**config.mk**
```make
export PLATFORM = sky130hd
export DESIGN_NAME = kahn_topological_sort_core
export DESIGN_NICKNAME = d
export VERILOG_FILES = /design/src/ktsort_pkg.sv /design/src/ktsort_dp.sv /design/src/ktsort_ctrl.sv /design/src/kahn_topological_sort_core.sv
export SDC_FILE = /design/constraint.sdc
export NUM_CORES = 2
export LEC_CHECK = 0
export ABC_CLOCK_PERIOD_IN_PS = 15900
export BUFFER_PORTS_ARGS = -buffer_cell sky130_fd_sc_hd__buf_2
export CORE_ASPECT_RATIO = 1.5
export CORE_MARGIN = 4
export CORE_UTILIZATION = 34
export CTS_CLUSTER_DIAMETER = 120
export DETAILED_ROUTE_END_ITERATION = 7
export SETUP_SLACK_MARGIN = 0.4
export SLEW_MARGIN = 20
export SYNTH_ARGS = -nofsm -noshare
export SYNTH_HDL_FRONTEND = slang
export SYNTH_SLANG_ARGS = --single-unit
export TNS_END_PERCENT = 30
```
**constraint.sdc**
```tcl
create_clock -name clk -period 15.9 [get_ports clk]
set_clock_uncertainty 0.05 [all_clocks]
set_input_delay 3.18 -clock clk [delete_from_list [all_inputs] [get_ports clk]]
set_output_delay 3.18 -clock clk [all_outputs]
set_load 0.02 [all_outputs]
```
**src/ktsort_pkg.sv**
```systemverilog
// ktsort_pkg: shared sizes, command codes and controller/datapath interface structs
// for the topological sort core
// no dependencies
package ktsort_pkg;

  // sizing
  localparam int MAX_VERTICES = 64;
  localparam int MAX_EDGES    = 256;
  localparam int VERTEX_W     = 7;
  localparam int VTX_AW       = $clog2(MAX_VERTICES);
  localparam int VQ_W         = VTX_AW + 1;
  localparam int EDGE_AW      = (MAX_EDGES > 1) ? $clog2(MAX_EDGES) : 1;
  localparam int CNT_W        = $clog2(MAX_EDGES + 1);
  localparam int IDX_W        = (CNT_W > VQ_W) ? CNT_W : VQ_W;
  localparam int DEG_W        = CNT_W;

  // configuration register map
  localparam int                  CFG_AW           = 3;
  localparam logic                REG_VERTEX_COUNT = 1'b0;
  localparam logic [VERTEX_W-1:0] VC_RESET         = VERTEX_W'(64);

  // input command codes
  typedef enum logic {
    CMD_ADD = 1'b0,
    CMD_RUN = 1'b1
  } cmd_t;

  // controller to datapath
  typedef struct packed {
    logic load;
    logic run_start;
    logic idx_clr;
    logic idx_inc;
    logic deg_clr;
    logic deg_vtx_sel;
    logic cnt_upd;
    logic seed_chk;
    logic scan_upd;
    logic pop;
    logic finish;
  } dp_cmd_t;

  // datapath to controller
  typedef struct packed {
    logic idx_clr_done;
    logic idx_lt_total;
    logic idx_lt_n;
    logic cnt_hit;
    logic scan_hit;
    logic q_nonempty;
    logic out_free;
    logic pend_valid;
  } dp_sts_t;

  // vertex count saturated to the vertex capacity
  function automatic logic [VERTEX_W-1:0] sat_count(input logic [VERTEX_W-1:0] vc);
    logic [VERTEX_W-1:0] lim;
    lim = VERTEX_W'(MAX_VERTICES);
    return (vc > lim) ? lim : vc;
  endfunction

endpackage

```
**src/ktsort_dp.sv**
```systemverilog
// ktsort_dp: datapath of the topological sort core: edge store, in-degree table,
// ready queue, counters and output register
// depends on ktsort_pkg
module ktsort_dp import ktsort_pkg::*; (
  input  logic                clk,
  input  logic                rst_n,
  input  logic [VERTEX_W-1:0] n_i,
  input  logic [VERTEX_W-1:0] from_i,
  input  logic [VERTEX_W-1:0] to_i,
  input  dp_cmd_t             cmd_i,
  output dp_sts_t             sts_o,
  input  logic                out_ready_i,
  output logic                out_valid_o,
  output logic                out_has_o,
  output logic [VERTEX_W-1:0] out_vertex_o,
  output logic                out_last_o,
  output logic                out_cycle_o,
  output logic                out_drop_o
);

  // stores
  logic [2*VTX_AW-1:0] edge_mem [MAX_EDGES];
  logic [DEG_W-1:0]    deg_mem  [MAX_VERTICES];
  logic [VTX_AW-1:0]   q_mem    [MAX_VERTICES];

  logic [2*VTX_AW-1:0] edge_rd_r;
  logic [DEG_W-1:0]    deg_rd_r;
  logic [VTX_AW-1:0]   q_rd_r;

  logic [CNT_W-1:0]    edge_total_r;
  logic                dropped_r;
  logic [IDX_W-1:0]    idx_r;
  logic [VQ_W-1:0]     head_r;
  logic [VQ_W-1:0]     tail_r;
  logic                pend_valid_r;
  logic [VTX_AW-1:0]   pend_vtx_r;

  logic                out_valid_r;
  logic                out_has_r;
  logic [VERTEX_W-1:0] out_vertex_r;
  logic                out_last_r;
  logic                out_cycle_r;
  logic                out_drop_r;

  logic [VERTEX_W-1:0] from_m1;
  logic [VERTEX_W-1:0] to_m1;
  logic                edge_ok;
  logic [VTX_AW-1:0]   e_src;
  logic [VTX_AW-1:0]   e_tgt;
  logic [VTX_AW-1:0]   deg_raddr;
  logic                deg_we;
  logic [VTX_AW-1:0]   deg_waddr;
  logic [DEG_W-1:0]    deg_wdata;
  logic                push;
  logic [VTX_AW-1:0]   push_vtx;
  logic                emit;
  logic                out_free;

  // load checks
  assign from_m1 = from_i - VERTEX_W'(1);
  assign to_m1   = to_i - VERTEX_W'(1);
  assign edge_ok = (from_i != '0) && (to_i != '0) && (from_i <= n_i) && (to_i <= n_i) &&
                   (edge_total_r < CNT_W'(MAX_EDGES));

  assign e_src = edge_rd_r[2*VTX_AW-1:VTX_AW];
  assign e_tgt = edge_rd_r[VTX_AW-1:0];

  // edge store, read every cycle at the scan index
  always_ff @(posedge clk) begin
    if (cmd_i.load && edge_ok) begin
      edge_mem[edge_total_r[EDGE_AW-1:0]] <= {from_m1[VTX_AW-1:0], to_m1[VTX_AW-1:0]};
    end
    edge_rd_r <= edge_mem[idx_r[EDGE_AW-1:0]];
  end

  // in-degree table write port
  assign deg_raddr = cmd_i.deg_vtx_sel ? idx_r[VTX_AW-1:0] : e_tgt;

  always_comb begin
    deg_we    = 1'b0;
    deg_waddr = e_tgt;
    deg_wdata = deg_rd_r;
    priority if (cmd_i.deg_clr) begin
      deg_we    = 1'b1;
      deg_waddr = idx_r[VTX_AW-1:0];
      deg_wdata = '0;
    end else if (cmd_i.cnt_upd) begin
      deg_we    = 1'b1;
      deg_wdata = deg_rd_r + DEG_W'(1);
    end else if (cmd_i.scan_upd && (deg_rd_r != '0)) begin
      deg_we    = 1'b1;
      deg_wdata = deg_rd_r - DEG_W'(1);
    end else begin
      deg_we    = 1'b0;
    end
  end

  always_ff @(posedge clk) begin
    if (deg_we) begin
      deg_mem[deg_waddr] <= deg_wdata;
    end
    deg_rd_r <= deg_mem[deg_raddr];
  end

  // ready queue pushes
  always_comb begin
    push     = 1'b0;
    push_vtx = e_tgt;
    priority if (cmd_i.seed_chk) begin
      push     = (deg_rd_r == '0);
      push_vtx = idx_r[VTX_AW-1:0];
    end else if (cmd_i.scan_upd) begin
      push     = (deg_rd_r == DEG_W'(1));
    end else begin
      push     = 1'b0;
    end
  end

  always_ff @(posedge clk) begin
    if (push) begin
      q_mem[tail_r[VTX_AW-1:0]] <= push_vtx;
    end
    q_rd_r <= q_mem[head_r[VTX_AW-1:0]];
  end

  // counters and pending vertex
  always_ff @(posedge clk) begin
    if (!rst_n) begin
      edge_total_r <= '0;
      dropped_r    <= 1'b0;
      idx_r        <= '0;
      head_r       <= '0;
      tail_r       <= '0;
      pend_valid_r <= 1'b0;
    end else begin
      if (cmd_i.load) begin
        if (edge_ok) begin
          edge_total_r <= edge_total_r + CNT_W'(1);
        end else begin
          dropped_r <= 1'b1;
        end
      end
      if (cmd_i.finish) begin
        edge_total_r <= '0;
        dropped_r    <= 1'b0;
      end
      if (cmd_i.run_start || cmd_i.idx_clr) begin
        idx_r <= '0;
      end else if (cmd_i.idx_inc) begin
        idx_r <= idx_r + IDX_W'(1);
      end
      if (cmd_i.run_start) begin
        head_r       <= '0;
        tail_r       <= '0;
        pend_valid_r <= 1'b0;
      end else begin
        if (push) begin
          tail_r <= tail_r + VQ_W'(1);
        end
        if (cmd_i.pop) begin
          head_r       <= head_r + VQ_W'(1);
          pend_valid_r <= 1'b1;
        end
      end
    end
  end

  always_ff @(posedge clk) begin
    if (cmd_i.pop) begin
      pend_vtx_r <= q_rd_r;
    end
  end

  // output register
  assign out_free = !out_valid_r || out_ready_i;
  assign emit     = (cmd_i.pop && pend_valid_r) || cmd_i.finish;

  always_ff @(posedge clk) begin
    if (!rst_n) begin
      out_valid_r <= 1'b0;
    end else if (emit) begin
      out_valid_r <= 1'b1;
    end else if (out_ready_i) begin
      out_valid_r <= 1'b0;
    end
  end

  always_ff @(posedge clk) begin
    if (emit) begin
      out_has_r    <= pend_valid_r;
      out_vertex_r <= pend_valid_r ? (VERTEX_W'(pend_vtx_r) + VERTEX_W'(1)) : '0;
      out_last_r   <= cmd_i.finish;
      out_cycle_r  <= cmd_i.finish && (VERTEX_W'(tail_r) < n_i);
      out_drop_r   <= cmd_i.finish && dropped_r;
    end
  end

  assign out_valid_o  = out_valid_r;
  assign out_has_o    = out_has_r;
  assign out_vertex_o = out_vertex_r;
  assign out_last_o   = out_last_r;
  assign out_cycle_o  = out_cycle_r;
  assign out_drop_o   = out_drop_r;

  // status
  assign sts_o.idx_clr_done = (idx_r == IDX_W'(MAX_VERTICES - 1));
  assign sts_o.idx_lt_total = (idx_r < IDX_W'(edge_total_r));
  assign sts_o.idx_lt_n     = (idx_r < IDX_W'(n_i));
  assign sts_o.cnt_hit      = (VERTEX_W'(e_src) < n_i) && (VERTEX_W'(e_tgt) < n_i);
  assign sts_o.scan_hit     = (e_src == pend_vtx_r) && (VERTEX_W'(e_tgt) < n_i);
  assign sts_o.q_nonempty   = (head_r != tail_r);
  assign sts_o.out_free     = out_free;
  assign sts_o.pend_valid   = pend_valid_r;

`ifndef NO_ASSERTIONS
  // each vertex enters the queue at most once
  a_tail_bound: assert property (@(posedge clk) disable iff (!rst_n)
    tail_r <= VQ_W'(MAX_VERTICES))
    else $error("ready queue tail beyond vertex capacity");

  // never pop past the tail
  a_head_tail: assert property (@(posedge clk) disable iff (!rst_n)
    head_r <= tail_r)
    else $error("ready queue head passed tail");

  a_edge_bound: assert property (@(posedge clk) disable iff (!rst_n)
    edge_total_r <= CNT_W'(MAX_EDGES))
    else $error("edge count beyond store capacity");

  // the store and drop mark are empty after a run
  a_finish_clears: assert property (@(posedge clk) disable iff (!rst_n)
    cmd_i.finish |=> (edge_total_r == '0) && !dropped_r)
    else $error("edge store not cleared after run");

  // an emitted beat never overwrites one still waiting
  a_no_overrun: assert property (@(posedge clk) disable iff (!rst_n)
    emit |-> out_free)
    else $error("result register overrun");
`endif

endmodule

```
**src/ktsort_ctrl.sv**
```systemverilog
// ktsort_ctrl: controller state machine sequencing load, count, seed and pop phases
// depends on ktsort_pkg
module ktsort_ctrl import ktsort_pkg::*; (
  input  logic    clk,
  input  logic    rst_n,
  input  logic    in_valid_i,
  input  cmd_t    in_cmd_i,
  output logic    in_ready_o,
  input  dp_sts_t sts_i,
  output dp_cmd_t cmd_o
);

  typedef enum logic [3:0] {
    ST_IDLE,
    ST_CLR,
    ST_CNT_RD,
    ST_CNT_DEG,
    ST_CNT_WR,
    ST_SEED_RD,
    ST_SEED_CHK,
    ST_POP_RD,
    ST_POP_EMIT,
    ST_SCAN_RD,
    ST_SCAN_DEG,
    ST_SCAN_WR,
    ST_FIN
  } state_t;

  state_t state_r;
  state_t state_nxt;

  assign in_ready_o = (state_r == ST_IDLE);

  // next state and datapath commands
  always_comb begin
    state_nxt = state_r;
    cmd_o     = '0;
    unique case (state_r)
      ST_IDLE: begin
        if (in_valid_i) begin
          if (in_cmd_i == CMD_RUN) begin
            cmd_o.run_start = 1'b1;
            state_nxt       = ST_CLR;
          end else begin
            cmd_o.load = 1'b1;
          end
        end
      end
      // zero the in-degree table
      ST_CLR: begin
        cmd_o.deg_clr = 1'b1;
        if (sts_i.idx_clr_done) begin
          cmd_o.idx_clr = 1'b1;
          state_nxt     = ST_CNT_RD;
        end else begin
          cmd_o.idx_inc = 1'b1;
        end
      end
      // count in-degrees over the edge store
      ST_CNT_RD: begin
        if (sts_i.idx_lt_total) begin
          state_nxt = ST_CNT_DEG;
        end else begin
          cmd_o.idx_clr = 1'b1;
          state_nxt     = ST_SEED_RD;
        end
      end
      ST_CNT_DEG: begin
        if (sts_i.cnt_hit) begin
          state_nxt = ST_CNT_WR;
        end else begin
          cmd_o.idx_inc = 1'b1;
          state_nxt     = ST_CNT_RD;
        end
      end
      ST_CNT_WR: begin
        cmd_o.cnt_upd = 1'b1;
        cmd_o.idx_inc = 1'b1;
        state_nxt     = ST_CNT_RD;
      end
      // queue zero in-degree vertices in ascending order
      ST_SEED_RD: begin
        cmd_o.deg_vtx_sel = 1'b1;
        state_nxt         = sts_i.idx_lt_n ? ST_SEED_CHK : ST_POP_RD;
      end
      ST_SEED_CHK: begin
        cmd_o.deg_vtx_sel = 1'b1;
        cmd_o.seed_chk    = 1'b1;
        cmd_o.idx_inc     = 1'b1;
        state_nxt         = ST_SEED_RD;
      end
      // pop the queue
      ST_POP_RD: begin
        state_nxt = sts_i.q_nonempty ? ST_POP_EMIT : ST_FIN;
      end
      ST_POP_EMIT: begin
        if (!sts_i.pend_valid || sts_i.out_free) begin
          cmd_o.pop     = 1'b1;
          cmd_o.idx_clr = 1'b1;
          state_nxt     = ST_SCAN_RD;
        end
      end
      // walk the out-edges of the popped vertex
      ST_SCAN_RD: begin
        state_nxt = sts_i.idx_lt_total ? ST_SCAN_DEG : ST_POP_RD;
      end
      ST_SCAN_DEG: begin
        if (sts_i.scan_hit) begin
          state_nxt = ST_SCAN_WR;
        end else begin
          cmd_o.idx_inc = 1'b1;
          state_nxt     = ST_SCAN_RD;
        end
      end
      ST_SCAN_WR: begin
        cmd_o.scan_upd = 1'b1;
        cmd_o.idx_inc  = 1'b1;
        state_nxt      = ST_SCAN_RD;
      end
      // final beat of the run
      ST_FIN: begin
        if (sts_i.out_free) begin
          cmd_o.finish = 1'b1;
          state_nxt    = ST_IDLE;
        end
      end
      default: begin
        state_nxt = ST_IDLE;
      end
    endcase
  end

  // state register
  always_ff @(posedge clk) begin
    if (!rst_n) begin
      state_r <= ST_IDLE;
    end else begin
      state_r <= state_nxt;
    end
  end

endmodule

```
**src/kahn_topological_sort_core.sv**
```systemverilog
// kahn_topological_sort_core: add-edge beats are taken one beat per cycle while the core is idle.
// a run beat clears the in-degrees, counts the edges with both ends in range and seeds the queue,
// then for each popped vertex walks the whole edge store to update its matching out-edges,
// then closes the run with a final beat.
// synchronous active-low reset: edge store empty, drop flag clear, vertex_count = 64.
// depends on ktsort_pkg, ktsort_ctrl, ktsort_dp
module kahn_topological_sort_core import ktsort_pkg::*; (
  input  logic              clk,
  input  logic              rst_n,
  // input stream
  input  logic              in_tvalid,
  output logic              in_tready,
  input  logic [15:0]       in_tdata,   // [6:0] from_vertex, [13:7] to_vertex, [15:14] zero
  input  logic [0:0]        in_tuser,   // [0] cmd
  // result stream
  output logic              out_tvalid,
  input  logic              out_tready,
  output logic [15:0]       out_tdata,  // [6:0] sorted_vertex, [7] cycle_found,
                                        // [8] edge_dropped, [15:9] zero
  output logic [0:0]        out_tuser,  // [0] has_vertex
  output logic              out_tlast,
  // configuration
  input  logic              cfg_psel,
  input  logic              cfg_penable,
  input  logic              cfg_pwrite,
  input  logic [CFG_AW-1:0] cfg_paddr,
  input  logic [31:0]       cfg_pwdata,
  output logic [31:0]       cfg_prdata,
  output logic              cfg_pready
);

  logic [VERTEX_W-1:0] vertex_count_r;
  logic [VERTEX_W-1:0] n_eff;
  logic                cfg_wr;
  dp_cmd_t             dp_cmd;
  dp_sts_t             dp_sts;
  cmd_t                in_cmd;
  logic [VERTEX_W-1:0] out_vertex;
  logic                out_cycle;
  logic                out_drop;

  // configuration register
  assign cfg_pready = 1'b1;
  assign cfg_wr     = cfg_psel && cfg_penable && cfg_pwrite && cfg_pready &&
                      (cfg_paddr[CFG_AW-1] == REG_VERTEX_COUNT);

  always_ff @(posedge clk) begin
    if (!rst_n) begin
      vertex_count_r <= VC_RESET;
    end else if (cfg_wr) begin
      vertex_count_r <= cfg_pwdata[VERTEX_W-1:0];
    end
  end

  assign cfg_prdata = (cfg_paddr[CFG_AW-1] == REG_VERTEX_COUNT) ?
                      {{(32-VERTEX_W){1'b0}}, vertex_count_r} : '0;

  assign n_eff  = sat_count(vertex_count_r);
  assign in_cmd = cmd_t'(in_tuser[0]);

  ktsort_ctrl u_ctrl (
    .clk        (clk),
    .rst_n      (rst_n),
    .in_valid_i (in_tvalid),
    .in_cmd_i   (in_cmd),
    .in_ready_o (in_tready),
    .sts_i      (dp_sts),
    .cmd_o      (dp_cmd)
  );

  ktsort_dp u_dp (
    .clk          (clk),
    .rst_n        (rst_n),
    .n_i          (n_eff),
    .from_i       (in_tdata[6:0]),
    .to_i         (in_tdata[13:7]),
    .cmd_i        (dp_cmd),
    .sts_o        (dp_sts),
    .out_ready_i  (out_tready),
    .out_valid_o  (out_tvalid),
    .out_has_o    (out_tuser[0]),
    .out_vertex_o (out_vertex),
    .out_last_o   (out_tlast),
    .out_cycle_o  (out_cycle),
    .out_drop_o   (out_drop)
  );

  // result beat packing
  assign out_tdata = {7'd0, out_drop, out_cycle, out_vertex};

endmodule
```
# After elaboration in Yosys (flattened, before gate mapping)
# Memories as Yosys holds them, arrays and structs flattened. A register that Yosys moved wholly into a read port is not among the register bits.
# Index checks and enable logic that the tools add are counted.
[totals]
output_inout_bits = 53
ramBits = 4032
reg_bits = 63
word_cells = 147
memories = 3
[op_classes]
n_reduce_logical = 34
mux = 53
add_sub_neg = 9
eq_ne = 21
magnitude_cmp = 9
n_bitwise = 3
[mem_list]
columns = ["memory", "depth", "width", "rd", "rd_ports_with_merged_regs", "write_ports", "line", "text"]
rows = [
  ["u_dp.edge_mem", 256, 12, 1, 1, 1, "ktsort_dp.sv:22", "logic [2*VTX_AW-1:0] edge_mem [MAX_EDGES];"],
  ["u_dp.deg_mem", 64, 9, 1, 1, 1, "ktsort_dp.sv:23", "logic [DEG_W-1:0] deg_mem [MAX_VERTICES];"],
  ["u_dp.q_mem", 64, 6, 1, 1, 1, "ktsort_dp.sv:24", "logic [VTX_AW-1:0] q_mem [MAX_VERTICES];"],
]
[op_table]
columns = ["cell", "n"]
rows = [
  ["$pmux 4 s13", 1],
  ["$mux 1", 30],
  ["$add 9x1->9 const B", 3],
  ["$mux 9", 3],
  ["$mux 4", 6],
  ["$eq 4x4->1 const B", 5],
  ["$mux 6", 3],
  ["$eq 4x3->1 const B", 4],
  ["$add 7x1->7 const B", 2],
  ["$le 7x7->1", 2],
  ["$logic_and 1x1->1", 14],
  ["$lt 6x7->1", 2],
  ["$mux 7", 2],
  ["$reduce_bool 7->1", 2],
  ["$sub 6x1->6 const B", 2],
  ["$eq 9x1->1 const B", 1],
  ["$eq 9x6->1 const B", 1],
  ["$logic_not 9->1", 1],
  ["$lt 9x7->1", 1],
  ["$lt 9x9->1", 1],
  ["$lt 9x9->1 const B", 1],
  ["$mux 3", 3],
  ["$reduce_bool 9->1", 1],
  ["$sub 9x1->9 const B", 1],
  ["21 further kinds", 37],
]

# Logic depth before layout (Yosys ltp)
[logic_depth]
word_depth = 9
mapped_depth = 14
depth_no_buf = 11

# Modules after synthesis
# A second synthesis with hierarchy kept.
[hier_totals]
cells_unflattened = 7974
hier_area_um2 = 161762.6
[modules_own_cells]
columns = ["module", "cells_each", "area_per_inst_um2", "instances"]
rows = [
  ["ktsort_dp", 7815, 160526.5, 1],
  ["kahn_topological_sort_core", 82, 665.6, 1],
  ["ktsort_ctrl", 77, 570.5, 1],
]

# Worst setup path after synthesis
# No wires, ideal clock.
[synth_path]
kind = "input to register"
start = "input port in_tdata[0]"
end = "memory u_dp.edge_mem[0][10] in the netlist's numbering, data pin"
setup_slack_ns = 0.356
stages = 4
t_required_ns = 14.192
setup_ns = 1.658
arrival_ns = 13.836
path_buffers = 0
path_cell_list = "inv_1 > ha_1 > nand2_1 > xnor2_1"
[synth_via]
elab_chain_len = 1
[synth_rtl]
columns = ["item", "line", "text"]
rows = [
  ["start: declaration", "kahn_topological_sort_core.sv:13", "input logic [15:0] in_tdata,"],
  ["$sub 6x1->6", "ktsort_dp.sv:60", "assign from_m1 = from_i - VERTEX_W'(1);"],
  ["via u_dp.from_m1[4]", "ktsort_dp.sv:45", "logic [VERTEX_W-1:0] from_m1;"],
  ["end: declaration", "ktsort_dp.sv:22", ""],
]
# The timed path passes the listed nets, and every way through them passes these cells.

# Worst setup path after layout
[layout_path]
start = "input port in_tdata[0]"
end = "memory u_dp.edge_mem[219][6] in the netlist's numbering (enable)"
[layout_via]
elab_chain_len = 8
word_cells_on_any_way = 9
[layout_rtl]
columns = ["item", "line", "text"]
rows = [
  ["branches (longest 2 deep; another with $le 7x7->1)", "--", ""],
  ["$logic_and 1x1->1 * (3 in series)", "ktsort_dp.sv:62", "assign edge_ok = (from_i != '0) && (to_i != '0) && (from_i <= n_i) && (to_i <= n_i) &&"],
  ["$logic_and 1x1->1 *", "ktsort_dp.sv:70", "if (cmd_i.load && edge_ok) begin"],
  ["$mux 1 *", "ktsort_dp.sv:70", ""],
  ["$mux 1 (not written as such) *", "ktsort_dp.sv:71", "edge_mem[edge_total_r[EDGE_AW-1:0]] <= {from_m1[VTX_AW-1:0], to_m1[VTX_AW-1:0]};"],
]
# Every way passes the cells marked *.

==> impl_metrics.yaml <==
critical_path:
  crit_buf_inv: 3
  path_max_fanout: 108
  r2r_cells: 12
  worstPathArrival_ps: 8200
  crit_required_ps: 16350
  startpoint: "in_tdata[0]"
  critPathLaunchType: "input pin"
  slowest_stage: "nor3_1"
  worstSetupEndpointType: "register"
  rr_startpoint: "vertex_count_r[6]"
  path_depth: 11
  crit_chain: "buf_2 > inv_8 > ha_1 > nand2_1 > o211ai_1 > a221oi_1 > nand3_1 > nor3_1 > nand2_2 > buf_4 > nor2_1"
  slowest_delay_ps: 920
  path_delay_family: "simple AND/OR/NAND/NOR gates"
  crit_type: "input pin to register"
placement:
  portBuffers: 49
  preCtsSetupSlack_ps: 7234
  gp_congestion: 0.8348
  post-place-cells: 13420
  hpwl_um: 244400
hold_path:
  whs_path_depth: 0
  worstHoldPathType: "register to register"
  min_from: "u_dp.q_rd_r[0]"
synthesis:
  syn_avg_cell_area_um2: 21.68
  synthCells: 7438
  async_flop_share: 0
  ys_warn_count: 0
  ys_seq_area_frac: 0.7630
  ys_seq_elements: 4122
  synthFlopType: "edfxtp_1"
  synth.cell_area_mm2: 0.1613
  synth_edf_count: 4049
  synth_cell_types: 73
clock_tree:
  clkSinkCount: 4122
  post_cts.repair.setup_buffers: 0
  cts_buffers: 372
  cts_resized: 0
  ctsHtreeMaxLevel: 5
  cts_tree: "built"
  cts_root_buffer: "clkbuf_16"
  clk_pin_slew_ps: 60
  cts_max_path_buffers: 4
  hold_buffers: 0
  clock_latency_ps: 920
floorplan:
  start_util: 0.3413
  core_mm2: 0.4725
  ios: 112
  rows: 309
  chipWidth_um: 570.3
  die_h_um: 851.5
  dieArea_mm2: 0.4856
timing:
  finalSetupTns_ps: 0
  rsz0062_at_grt: "no"
  maxSlewViolCount: 0
  clock.fmax_mhz: 129.1
  period_minus_slack_ps: 7743
  holdWs_ps: 353.9
  finalSetupViolCount: 0
  worstMarginPinSlew_ps: 1189
  period_share: 0.4870
  fin_ws_ps: 8157
  hold_viol: 0
  maxSlewHeadroom: 0.2053
power:
  combinationalPowerShare: 0.172
  power.leakage_nw: 53.74
  p_switching_mw: 6.835
  p_int_mw: 19.56
  seqPwrFrac: 0.476
  power_density_mw_per_mm2: 144.9
  swShare: 0.2589
  pwr-share-clk: 0.352
  ir_drop_mv: 0.1273
routing:
  finalWirelength_um: 400600
  wl_met1_um: 146600
  wl_per_cell_um: 28.39
  firstDrtPassIters: 6
  postRouteAntennaNets: 0
  first_iter_violations: 7945
  drc: 0
  top_layer: "met5"
  routed_via_density: 5.334
  met2_length_um: 213800
  dr_wl_met3_um: 21840
  vias: 75250
grt:
  antenna_found_initial: 7
  grt_pass1_wl_um: 575200
  grt_max_degree: 208
  grt_pass1_vias: 78380
  grt_use_total: 0.1613
  grt_overflow: 0
outcome:
  status: "complete, no violations"
run:
  max_cap_viol_count: 0
final_layout:
  fin_nets: 7699
  drive_gt1_frac: 0.2857
  syn2layout_area_growth_pct: 12.92
  finalNonFillerCells: 14110
  nFillCells: 41840
[area by class of cell]
cell class | instances | area (um2) | area share
Sequential cell | 4122 | 123100 | 0.6759
Multi-Input combinational cell | 2860 | 37000 | 0.2032
Clock buffer | 430 | 9686 | 0.05319
Tap cell | 6220 | 7782 | 0.04274
Clock inverter | 245 | 2786 | 0.01530
Timing Repair Buffer | 199 | 1615 | 0.008870
Inverter | 29 | 141.4 | 0.0007764
Antenna cell | 4 | 10.01 | 0.00005497
[layer usage]
metal	global-route usage	up-vias
met5	0	-
met4	0.06747	2
met3	0.02079	631
met2	0.2923	2651
met1	0.1924	40600
li1	-	31370
[metrics by stage]
stage | total power [mW] | util | area [um2]
after floorplan | 15.85 | - | 161400
after global placement | 17.31 | 0.3573 | 168800
after detailed placement | 17.42 | 0.3577 | 169000
after CTS | 26.64 | 0.3841 | 181500
after global routing | 27.25 | 0.3854 | 182100
final | 26.39 | 0.3854 | 182100
[flip-flops by register name, indices dropped and copies added, names as in the netlist, 7 cells and up]
signal	flops
u_dp.out_vertex_o	7
u_dp.edge_mem	3072
u_dp.edge_rd_r	12
u_dp.deg_rd_r	9
u_dp.q_mem	384
u_dp.deg_mem	576
u_dp.tail_r	7
vertex_count_r	7
u_dp.head_r	7
u_dp.edge_total_r	9
u_dp.idx_r	9
[layout by cell type (no fill, tap or decap), drive strengths merged, types with 16 or more instances in the layout]
cell and instances:
nor2b 27, a311oi 23, clkinv 160, mux2 24
mux4 1171, clkinvlp 16, dfxtp 73, a2bb2oi 16
nand2b 16, nand4 28, a21o 16, nor3 22
mux2i 80, inv 41, and3 47, xnor2 23
nand3 72, a22oi 21, clkbuf 430, a31oi 16
nand2 296, ha 56, bufinv 57, nor2 460
buf 199, a21oi 93, a311o 19, a211oi 39
xor2 29, edfxtp 4049, o21ai 73, conb 33
[worst reg2reg max path, stage by stage, from the launching register on]
cell and delay, ps:
dfxtp_1 370, clkinv_1 410, nand2_1 490, ha_1 330, a21o_1 190, a21oi_1 130, o21ai_0 100, a221oi_1 490
nand3_1 700, nor3_1 930, nand2_2 420, buf_4 400, nor2_1 1030
[kinds of logic (layout without fill, tap and decap cells)]
kind of cell | count (synthesis) | in the layout | synth area share
compound gates | 417 | 417 | 0.01786
xor+xnor | 52 | 52 | 0.002871
fa+ha+maj | 56 | 56 | 0.004345
buf+inv | 487 | 903 | 0.01407
flops | 4122 | 4122 | 0.7630
mux | 1275 | 1275 | 0.1702
other cells | 2 | 37 | 0.00004657
simple gates | 1027 | 1027 | 0.02765
[worst paths after layout]
kind | endpoint | slack [ps]
worst min register to register | u_dp.pend_vtx_r[0] | 350
worst max register to register | u_dp.edge_mem[219][6] | 9480
worst max-delay path | u_dp.edge_mem[219][6] | 8160
worst min-delay path | u_dp.pend_vtx_r[0] | 350
[power by group through the flow]
stage	Combinational, mW	Clock, mW	Sequential [mW]
detailed placement	4.63	0	12.8
finish	4.55	9.29	12.6
global placement	4.53	0	12.8
global route	4.81	9.89	12.6
floorplan	3.05	0	12.8
CTS	4.64	9.45	12.6
[cells in the mapped netlist, drive strengths merged, types with 47 or more instances]
cell type / number / area share
a21oi: 93 / 0.0029
and3: 47 / 0.0018
buf: 236 / 0.0082
clkbuf: 222 / 0.0052
dfxtp: 73 / 0.0091
edfxtp: 4049 / 0.75
ha: 56 / 0.0043
mux2i: 80 / 0.0050
mux4: 1171 / 0.16
nand2: 296 / 0.0069
nand3: 72 / 0.0022
nor2: 460 / 0.011
o21ai: 73 / 0.0023
No activity file was read; power rests on OpenSTA's default activity.
